--- src/hdl/tcqe_pkg.sv ---
// Shared widths, register indexes and interface types of the coefficient quantizer.
`default_nettype none
package tcqe_pkg;

	// Field widths
	localparam int COEFF_W   = 21;
	localparam int POS_W     = 10;
	localparam int QCOEFF_W  = 23;
	localparam int DQCOEFF_W = 32;
	localparam int EOB_W     = 11;
	localparam int CFG_IDX_W = 3;
	localparam int CFG_DATA_W = 15;
	localparam int PARAM_W   = 15;

	// Arithmetic widths
	localparam int QMAG_W = 21;
	localparam int PROD_W = 36;
	localparam int CLAMP_MAX = 32767;

	localparam int MAX_COEFFS_DEF = 1024;

	// Configuration register indexes
	typedef enum logic [CFG_IDX_W-1:0] {
		REG_DC_ROUND   = 3'd0,
		REG_AC_ROUND   = 3'd1,
		REG_DC_QUANT   = 3'd2,
		REG_AC_QUANT   = 3'd3,
		REG_DC_DEQUANT = 3'd4,
		REG_AC_DEQUANT = 3'd5,
		REG_LARGE_BLK  = 3'd6,
		REG_HIGH_BD    = 3'd7
	} cfg_reg_t;

	typedef struct packed {
		logic [PARAM_W-1:0] dc_round;
		logic [PARAM_W-1:0] ac_round;
		logic [PARAM_W-1:0] dc_quant;
		logic [PARAM_W-1:0] ac_quant;
		logic [PARAM_W-1:0] dc_dequant;
		logic [PARAM_W-1:0] ac_dequant;
		logic               large_block_mode;
		logic               high_bitdepth;
	} cfg_t;

	// Controller to datapath commands
	typedef struct packed {
		logic capture;
		logic prep;
		logic mul_q;
		logic mul_dq;
		logic emit;
	} dp_cmd_t;

	// Datapath to controller status
	typedef struct packed {
		logic out_free;
	} dp_status_t;

endpackage
`default_nettype wire

--- src/hdl/tcqe_cfg.sv ---
// Configuration register file of the coefficient quantizer.
`default_nettype none
module tcqe_cfg (
	input  wire logic                           clk,
	input  wire logic                           arst_n,
	input  wire logic                           cfg_valid,
	output logic                                cfg_ready,
	input  wire logic [tcqe_pkg::CFG_IDX_W-1:0] cfg_index,
	input  wire logic [tcqe_pkg::CFG_DATA_W-1:0] cfg_data,
	output tcqe_pkg::cfg_t                      cfg
);

	tcqe_pkg::cfg_t cfg_q;
	tcqe_pkg::cfg_reg_t idx;

	assign cfg_ready = 1'b1;
	assign idx       = tcqe_pkg::cfg_reg_t'(cfg_index);
	assign cfg       = cfg_q;

	// Register writes, one per transfer
	always_ff @(posedge clk or negedge arst_n) begin
		if (!arst_n) begin
			cfg_q <= '0;
		end else if (cfg_valid && cfg_ready) begin
			case (idx)
				tcqe_pkg::REG_DC_ROUND:   cfg_q.dc_round         <= cfg_data;
				tcqe_pkg::REG_AC_ROUND:   cfg_q.ac_round         <= cfg_data;
				tcqe_pkg::REG_DC_QUANT:   cfg_q.dc_quant         <= cfg_data;
				tcqe_pkg::REG_AC_QUANT:   cfg_q.ac_quant         <= cfg_data;
				tcqe_pkg::REG_DC_DEQUANT: cfg_q.dc_dequant       <= cfg_data;
				tcqe_pkg::REG_AC_DEQUANT: cfg_q.ac_dequant       <= cfg_data;
				tcqe_pkg::REG_LARGE_BLK:  cfg_q.large_block_mode <= cfg_data[0];
				tcqe_pkg::REG_HIGH_BD:    cfg_q.high_bitdepth    <= cfg_data[0];
				default: ;
			endcase
		end
	end

endmodule
`default_nettype wire

--- src/hdl/tcqe_ctrl.sv ---
// Sequencing state machine of the coefficient quantizer.
`default_nettype none
module tcqe_ctrl (
	input  wire logic                clk,
	input  wire logic                arst_n,
	input  wire logic                in_valid,
	output logic                     in_stall,
	input  wire tcqe_pkg::dp_status_t status,
	output tcqe_pkg::dp_cmd_t        cmd
);

	typedef enum logic [4:0] {
		ST_IDLE   = 5'b00001,
		ST_PREP   = 5'b00010,
		ST_MUL_Q  = 5'b00100,
		ST_MUL_DQ = 5'b01000,
		ST_EMIT   = 5'b10000
	} state_t;

	state_t state_q, state_d;

	assign in_stall = (state_q != ST_IDLE);

	// Commands and next state
	always_comb begin
		cmd     = '0;
		state_d = state_q;
		case (state_q)
			ST_IDLE: begin
				if (in_valid) begin
					cmd.capture = 1'b1;
					state_d     = ST_PREP;
				end
			end
			ST_PREP: begin
				cmd.prep = 1'b1;
				state_d  = ST_MUL_Q;
			end
			ST_MUL_Q: begin
				cmd.mul_q = 1'b1;
				state_d   = ST_MUL_DQ;
			end
			ST_MUL_DQ: begin
				cmd.mul_dq = 1'b1;
				state_d    = ST_EMIT;
			end
			ST_EMIT: begin
				if (status.out_free) begin
					cmd.emit = 1'b1;
					state_d  = ST_IDLE;
				end
			end
			default: state_d = ST_IDLE;
		endcase
	end

	always_ff @(posedge clk or negedge arst_n) begin
		if (!arst_n) begin
			state_q <= ST_IDLE;
		end else begin
			state_q <= state_d;
		end
	end

endmodule
`default_nettype wire

--- src/hdl/tcqe_dp.sv ---
// Quantize, dequantize and end-of-block datapath of the coefficient quantizer.
`default_nettype none
module tcqe_dp #(
	parameter int MAX_COEFFS = tcqe_pkg::MAX_COEFFS_DEF
) (
	input  wire logic                                  clk,
	input  wire logic                                  arst_n,
	input  wire tcqe_pkg::cfg_t                        cfg,
	input  wire tcqe_pkg::dp_cmd_t                     cmd,
	output tcqe_pkg::dp_status_t                       status,
	input  wire logic signed [tcqe_pkg::COEFF_W-1:0]   coeff,
	input  wire logic [tcqe_pkg::POS_W-1:0]            coef_pos,
	input  wire logic                                  skip_item,
	input  wire logic                                  last,
	output logic                                       out_valid,
	input  wire logic                                  out_stall,
	output logic [tcqe_pkg::POS_W-1:0]                 out_pos,
	output logic signed [tcqe_pkg::QCOEFF_W-1:0]       qcoeff,
	output logic signed [tcqe_pkg::DQCOEFF_W-1:0]      dqcoeff,
	output logic                                       block_end,
	output logic [tcqe_pkg::EOB_W-1:0]                 eob
);

	localparam int SCAN_W  = $clog2(MAX_COEFFS);
	localparam int CNT_W   = $clog2(MAX_COEFFS + 1);
	localparam int EXT_W   = CNT_W + tcqe_pkg::EOB_W;
	localparam int COEFF_W = tcqe_pkg::COEFF_W;
	localparam int QMAG_W  = tcqe_pkg::QMAG_W;
	localparam int PROD_W  = tcqe_pkg::PROD_W;
	localparam int PARAM_W = tcqe_pkg::PARAM_W;

	// Captured item
	logic signed [COEFF_W-1:0]       coeff_q;
	logic [tcqe_pkg::POS_W-1:0]      pos_q;
	logic                            skip_q;
	logic                            last_q;

	// Prepared operands
	logic [COEFF_W-1:0]  t_q;
	logic [PARAM_W-1:0]  qnt_q;
	logic [PARAM_W-1:0]  dqs_q;
	logic                zero_q;
	logic                neg_q;

	// Products
	logic [QMAG_W-1:0]                 qmag_q;
	logic [tcqe_pkg::DQCOEFF_W-1:0]    dmag_q;

	// Block tracking
	logic [SCAN_W-1:0] scan_q;
	logic [CNT_W-1:0]  eob_cnt_q;

	// Output register
	logic                                   out_valid_q;
	logic [tcqe_pkg::POS_W-1:0]             out_pos_q;
	logic signed [tcqe_pkg::QCOEFF_W-1:0]   qcoeff_q;
	logic signed [tcqe_pkg::DQCOEFF_W-1:0]  dqcoeff_q;
	logic                                   block_end_q;
	logic [tcqe_pkg::EOB_W-1:0]             eob_q;

	// Combinational terms
	logic                neg_c;
	logic [COEFF_W-1:0]  mag_c;
	logic                is_ac_c;
	logic [PARAM_W-1:0]  rnd_c;
	logic [PARAM_W-1:0]  rnd_eff_c;
	logic [PARAM_W-1:0]  qnt_c;
	logic [PARAM_W-1:0]  dqs_c;
	logic [COEFF_W-1:0]  sum_c;
	logic [COEFF_W-1:0]  t_c;
	logic                dead_c;
	logic [PROD_W-1:0]   qprod_c;
	logic [QMAG_W-1:0]   qmag_c;
	logic [PROD_W-1:0]   dprod_c;
	logic [CNT_W-1:0]    idx_plus1_c;
	logic [CNT_W-1:0]    eob_val_c;
	logic [EXT_W-1:0]    eob_ext_c;

	assign status.out_free = !out_valid_q || !out_stall;

	// Magnitude, parameter selection, rounding and clamp
	always_comb begin
		neg_c     = coeff_q[COEFF_W-1];
		mag_c     = neg_c ? (COEFF_W'(0) - COEFF_W'(coeff_q)) : COEFF_W'(coeff_q);
		is_ac_c   = (pos_q != '0);
		rnd_c     = is_ac_c ? cfg.ac_round   : cfg.dc_round;
		qnt_c     = is_ac_c ? cfg.ac_quant   : cfg.dc_quant;
		dqs_c     = is_ac_c ? cfg.ac_dequant : cfg.dc_dequant;
		rnd_eff_c = cfg.large_block_mode ?
			PARAM_W'(({1'b0, rnd_c} + (PARAM_W + 1)'(1)) >> 1) : rnd_c;
		sum_c     = mag_c + COEFF_W'(rnd_eff_c);
		t_c       = (!cfg.high_bitdepth && (sum_c > COEFF_W'(tcqe_pkg::CLAMP_MAX))) ?
			COEFF_W'(tcqe_pkg::CLAMP_MAX) : sum_c;
		// in large block mode, dead zone below a quarter of the dequant step
		dead_c    = cfg.large_block_mode && (mag_c < COEFF_W'(dqs_c >> 2));
	end

	// Quantizer multiply and shift
	assign qprod_c = PROD_W'(t_q) * PROD_W'(qnt_q);
	assign qmag_c  = cfg.large_block_mode ? qprod_c[PROD_W-1:15] : QMAG_W'(qprod_c[PROD_W-1:16]);

	// Dequantizer multiply
	assign dprod_c = PROD_W'(qmag_q) * PROD_W'(dqs_q);

	// End-of-block value for this item
	assign idx_plus1_c = CNT_W'(scan_q) + CNT_W'(1);
	assign eob_val_c   = (qmag_q != '0) ? idx_plus1_c : eob_cnt_q;
	assign eob_ext_c   = EXT_W'(eob_val_c);

	// Item capture and operand registers
	always_ff @(posedge clk) begin
		if (cmd.capture) begin
			coeff_q <= coeff;
			pos_q   <= coef_pos;
			skip_q  <= skip_item;
			last_q  <= last;
		end
		if (cmd.prep) begin
			t_q    <= t_c;
			qnt_q  <= qnt_c;
			dqs_q  <= dqs_c;
			zero_q <= skip_q || dead_c;
			neg_q  <= neg_c;
		end
		if (cmd.mul_q) begin
			qmag_q <= zero_q ? '0 : qmag_c;
		end
		if (cmd.mul_dq) begin
			dmag_q <= cfg.large_block_mode ? dprod_c[32:1] : dprod_c[31:0];
		end
		if (cmd.emit) begin
			out_pos_q   <= pos_q;
			qcoeff_q    <= neg_q ? (tcqe_pkg::QCOEFF_W'(0) - tcqe_pkg::QCOEFF_W'(qmag_q))
				: tcqe_pkg::QCOEFF_W'(qmag_q);
			dqcoeff_q   <= neg_q ? (tcqe_pkg::DQCOEFF_W'(0) - dmag_q) : dmag_q;
			block_end_q <= last_q;
			eob_q       <= last_q ? eob_ext_c[tcqe_pkg::EOB_W-1:0] : '0;
		end
	end

	// Scan position and last nonzero tracking
	always_ff @(posedge clk or negedge arst_n) begin
		if (!arst_n) begin
			scan_q    <= '0;
			eob_cnt_q <= '0;
		end else if (cmd.emit) begin
			if (last_q) begin
				scan_q    <= '0;
				eob_cnt_q <= '0;
			end else begin
				eob_cnt_q <= eob_val_c;
				if (scan_q != SCAN_W'(MAX_COEFFS - 1)) begin
					scan_q <= scan_q + SCAN_W'(1);
				end
			end
		end
	end

	// Output valid: set on emit, cleared on transfer
	always_ff @(posedge clk or negedge arst_n) begin
		if (!arst_n) begin
			out_valid_q <= 1'b0;
		end else if (cmd.emit) begin
			out_valid_q <= 1'b1;
		end else if (!out_stall) begin
			out_valid_q <= 1'b0;
		end
	end

	assign out_valid = out_valid_q;
	assign out_pos   = out_pos_q;
	assign qcoeff    = qcoeff_q;
	assign dqcoeff   = dqcoeff_q;
	assign block_end = block_end_q;
	assign eob       = eob_q;

endmodule
`default_nettype wire

--- src/hdl/transform_coeff_quantizer_eob.sv ---
// Top level of the dead-zone coefficient quantizer with end-of-block reporting.
// The result register loads after the controller walks capture, operand prep, quant multiply,
// dequant multiply and emit; emit waits while the output is stalled. A new item is taken only
// after the current one is emitted.
// Reset clears all configuration registers, the scan position and the eob count.
`default_nettype none
module transform_coeff_quantizer_eob #(
	parameter int MAX_COEFFS = tcqe_pkg::MAX_COEFFS_DEF
) (
	input  wire logic                                  clk,
	input  wire logic                                  arst_n,
	input  wire logic                                  cfg_valid,
	output logic                                       cfg_ready,
	input  wire logic [tcqe_pkg::CFG_IDX_W-1:0]        cfg_index,
	input  wire logic [tcqe_pkg::CFG_DATA_W-1:0]       cfg_data,
	input  wire logic                                  in_valid,
	output logic                                       in_stall,
	input  wire logic signed [tcqe_pkg::COEFF_W-1:0]   coeff,
	input  wire logic [tcqe_pkg::POS_W-1:0]            coef_pos,
	input  wire logic                                  skip_item,
	input  wire logic                                  last,
	output logic                                       out_valid,
	input  wire logic                                  out_stall,
	output logic [tcqe_pkg::POS_W-1:0]                 out_pos,
	output logic signed [tcqe_pkg::QCOEFF_W-1:0]       qcoeff,
	output logic signed [tcqe_pkg::DQCOEFF_W-1:0]      dqcoeff,
	output logic                                       block_end,
	output logic [tcqe_pkg::EOB_W-1:0]                 eob
);

	tcqe_pkg::cfg_t       cfg;
	tcqe_pkg::dp_cmd_t    cmd;
	tcqe_pkg::dp_status_t status;

	tcqe_cfg u_cfg (
		.clk       (clk),
		.arst_n    (arst_n),
		.cfg_valid (cfg_valid),
		.cfg_ready (cfg_ready),
		.cfg_index (cfg_index),
		.cfg_data  (cfg_data),
		.cfg       (cfg)
	);

	tcqe_ctrl u_ctrl (
		.clk      (clk),
		.arst_n   (arst_n),
		.in_valid (in_valid),
		.in_stall (in_stall),
		.status   (status),
		.cmd      (cmd)
	);

	tcqe_dp #(
		.MAX_COEFFS (MAX_COEFFS)
	) u_dp (
		.clk        (clk),
		.arst_n     (arst_n),
		.cfg        (cfg),
		.cmd        (cmd),
		.status     (status),
		.coeff      (coeff),
		.coef_pos   (coef_pos),
		.skip_item  (skip_item),
		.last       (last),
		.out_valid  (out_valid),
		.out_stall  (out_stall),
		.out_pos    (out_pos),
		.qcoeff     (qcoeff),
		.dqcoeff    (dqcoeff),
		.block_end  (block_end),
		.eob        (eob)
	);

endmodule
`default_nettype wire
--- config.mk ---
export PLATFORM = sky130hd
export DESIGN_NAME = transform_coeff_quantizer_eob
export DESIGN_NICKNAME = d
export VERILOG_FILES = /design/src/hdl/tcqe_pkg.sv /design/src/hdl/tcqe_cfg.sv /design/src/hdl/tcqe_ctrl.sv /design/src/hdl/tcqe_dp.sv /design/src/hdl/transform_coeff_quantizer_eob.sv
export SDC_FILE = /design/constraint.sdc
export NUM_CORES = 2
export LEC_CHECK = 0
export ABC_AREA = 1
export BUFFER_PORTS_ARGS = -buffer_cell sky130_fd_sc_hd__buf_2
export CAP_MARGIN = 20
export CELL_PAD_IN_SITES_DETAIL_PLACEMENT = 1
export CELL_PAD_IN_SITES_GLOBAL_PLACEMENT = 1
export CORE_MARGIN = 3
export CORE_UTILIZATION = 44
export CTS_CLUSTER_DIAMETER = 200
export DETAILED_ROUTE_END_ITERATION = 12
export GPL_TIMING_DRIVEN = 0
export HOLD_SLACK_MARGIN = 0.05
export PLACE_DENSITY = 0.77
export SLEW_MARGIN = 10
export SYNTH_ARGS = -nofsm -noshare
export SYNTH_HDL_FRONTEND = slang
export SYNTH_SLANG_ARGS = --single-unit
--- constraint.sdc ---
create_clock -name clk -period 6.2 [get_ports clk]
set_clock_uncertainty 0.15 [all_clocks]
set_input_delay 0.93 -clock clk [delete_from_list [all_inputs] [get_ports clk]]
set_output_delay 0.93 -clock clk [all_outputs]
set_load 0.05 [all_outputs]
==> results.cfg <==
[outcome]
outcome = finished, violations left
violations = negative setup slack

[drt]
dr.pass1.iters = 5
remaining_drc_errors = 0
drtAntennaViolNets = 0
via_per_inst = 5.38
drt_iter0_drc = 2318
vias = 31700
wl_per_cell_um = 22.2
routed_wl_mm = 131

[clock_network]
clk_path_buf_depth = 3
cts_root_buf = clkbuf_16
cts_max_level = 2
tritoncts = built
cts_made_buffers = 39
clock_sinks = 334
clk_pin_slew_ns = 0.06
clock_latency_ns = 0.56

[worst_setup_path]
required_ns = 6.35
crit_fanout = 6
r2r_start = u_dp.dqs_q[5]$_DFFE_PP_
crit_end = u_dp.dmag_q[22]$_DFFE_PP_
path_class = flip-flop to flip-flop
crit_start = u_dp.dqs_q[5]$_DFFE_PP_
ff2ff_setup_slack_ns = -0.11
cp.arrival_ns = 6.46
start_kind = flip-flop
reg2reg_depth = 25
end_kind = flip-flop
worstReg2RegEnd = u_dp.dmag_q[22]$_DFFE_PP_

[logic_synthesis]
ys.flop_type = edfxtp_1
yosysSeqAreaShare = 0.257
synth_edf_count = 215
syn_inst = 4454
synthesis.nets = 5210
ys_ff_latch = 334
ys_warn_count = 0
synthArstFlopShare = 0.356
ys_types = 56
synth_area_um2 = 36700
syn_avg_cell_area_um2 = 8.25

[placed_design]
dp_hpwl_mm = 96.3
place_ws_ns = -1.34
portBuffers = 134
placed_cells = 5668
place_congestion = 0.945

[grt]
antenna_found_initial = 3
grtUsageTotal = 0.292
gr-total-overflow = 0
grt_pass1_wl_mm = 194
grt_pass1_vias = 34000
grt_max_degree = 79

[min_path]
hold_class = input port to async pin

[timing]
rsz0062_at_grt = true
max-slew-margin-rel = 0.328
max_clock_freq_mhz = 158
hold_viol = 0
fin_crit_ns = 6.31
drv_slew = 0
setup_viol = 10
fin_crit_sh = 1.02
worst_pin_slew_ns = 0.997
fin_hold_ws_ns = 0.140
final.setup.worst_slack_ns = -0.112

[cells_and_area]
final_nets = 5542
layout-drive-gt1-share = 0.172
final_cell_mix = nand2_1 (1,117), inv_1 (1,041), fa_1 (468), edfxtp_1 (215), ha_1 (183)
syn_to_final_growth_pct = 18.5
final_common_cell = nand2_1
layoutNonFillerInstCount = 5887

[floorplanning]
die_w_um = 295
core-area_um2 = 82400
die_y_um = 295
start_util = 0.446
rows = 105
dieArea_um2 = 87000
ios = 136

[run]
cap_violations = 0
==> cells by family (layout without fill, tap and decap cells) <==
logic type	count (synthesis)	in the layout	synth area share
other	1	2	0.000102
buffers and inverters	1272	1634	0.131
muxes	22	22	0.00657
AOI/OAI and AO/OA	399	399	0.0596
DFF	334	334	0.257
xor gates and xnor gates	118	118	0.0281
adders and majority gates	700	700	0.338
and+or+nand+nor	1608	1608	0.180
==> through the flow <==
step           setup TNS [ns]  cell area (um^2)   util
2_1_floorplan               0             36700      -
3_3_place_gp           -35.64             38700  0.470
4_1_cts                     0             41900  0.509
5_1_grt                 -3.15             43500  0.528
3_5_place_dp           -38.74             38900  0.473
6_report               -0.486             43500  0.528
==> flip-flops by register name (all words and copies together), names as in the netlist, 11 cells and up <==
signal          count
u_dp.qmag_q        21
u_dp.eob_cnt_q     11
u_cfg.cfg          92
u_dp.qcoeff        22
u_dp.eob           11
u_dp.coeff_q       21
u_dp.qnt_q         15
u_dp.t_q           21
u_dp.dqs_q         15
u_dp.dqcoeff       32
u_dp.dmag_q        32
==> cell usage after synthesis (all sizes together), types with 6 or more instances <==
cell type,number,area share
o21ai,235,0.033
o22ai,6,0.0010
a21o,12,0.0025
xnor2,51,0.012
mux2,17,0.0052
a31oi,24,0.0041
nor2,197,0.022
nand4,31,0.0053
a21oi,91,0.012
nor3,22,0.0034
fa,488,0.27
nand2,1188,0.12
clkbuf,154,0.016
nand3,128,0.018
or2,13,0.0022
o211ai,6,0.0012
ha,212,0.072
xor2,67,0.016
nand3b,16,0.0033
edfxtp,215,0.18
buf,20,0.0029
dfrtp,118,0.080
inv,1098,0.11
nor4,10,0.0021
==> worst max-delay path, stage by stage, from the launching register on <==
cell,delay (ns)
edfxtp_1,0.38
buf_6,0.15
clkbuf_8,0.15
buf_6,0.14
nand2_1,0.08
inv_1,0.06
fa_1,0.53
inv_1,0.06
fa_2,0.57
inv_1,0.07
fa_1,0.47
ha_1,0.30
inv_1,0.07
fa_1,0.60
inv_1,0.08
fa_1,0.52
ha_4,0.33
nand2_1,0.14
o21ai_2,0.33
a21oi_4,0.12
o21ai_1,0.24
nand2_1,0.14
nand2_1,0.09
nand2_1,0.08
nand3_1,0.08
nand2_1,0.11
==> layout make-up <==
type	instances	area, um^2
plain buffers	147	1220
fillers	9621	38900
well taps	1070	1340
multi-input cells	2848	23800
flip-flops and latches	334	9440
repair buffers	318	2340
clock inverters	21	180
inverters	1098	4120
clock buffers	50	1070
diodes	1	2.50
==> how the worst min path moves through the flow <==
stage,from,endpoint,slack (ns),cells after the start
after floorplan,u_dp.coeff_q[20]$_DFFE_PP_,u_dp.neg_q$_DFFE_PP_,0.27,0
after global placement,u_dp.coeff_q[20]$_DFFE_PP_,u_dp.neg_q$_DFFE_PP_,0.28,0
after detailed placement,u_dp.qmag_q[0]$_SDFFCE_PP0N_,u_dp.qcoeff[0]$_DFFE_PP_,0.28,0
after CTS,arst_n,u_dp.eob_cnt_q[8]$_DFFE_PN0P_,0.13,1
after global routing,arst_n,u_dp.eob_cnt_q[9]$_DFFE_PN0P_,0.15,1
final,arst_n,u_dp.eob_cnt_q[9]$_DFFE_PN0P_,0.14,1
==> routing by layer <==
metal,GRT usage,vias up,part of all wire
met5,0,-,0.000099
li1,-,14000,-
met2,0.492,1186,0.49
met4,0.101,2,0.044
met1,0.379,16200,0.40
met3,0.0530,314,0.070
==> repair_timing <==
item | 4_1_cts | 5_1_grt
setup buffers | 99 | 73
hold buffers | 0 | 0
resized for setup | 309 | 358
pin swaps | 44 | 190
gates cloned | 2 | 1
endpoints found under the setup margin | 46 | 42
Power is not shown: default switching activity piles up to over one toggle a cycle in this logic, so the estimate is an artifact.
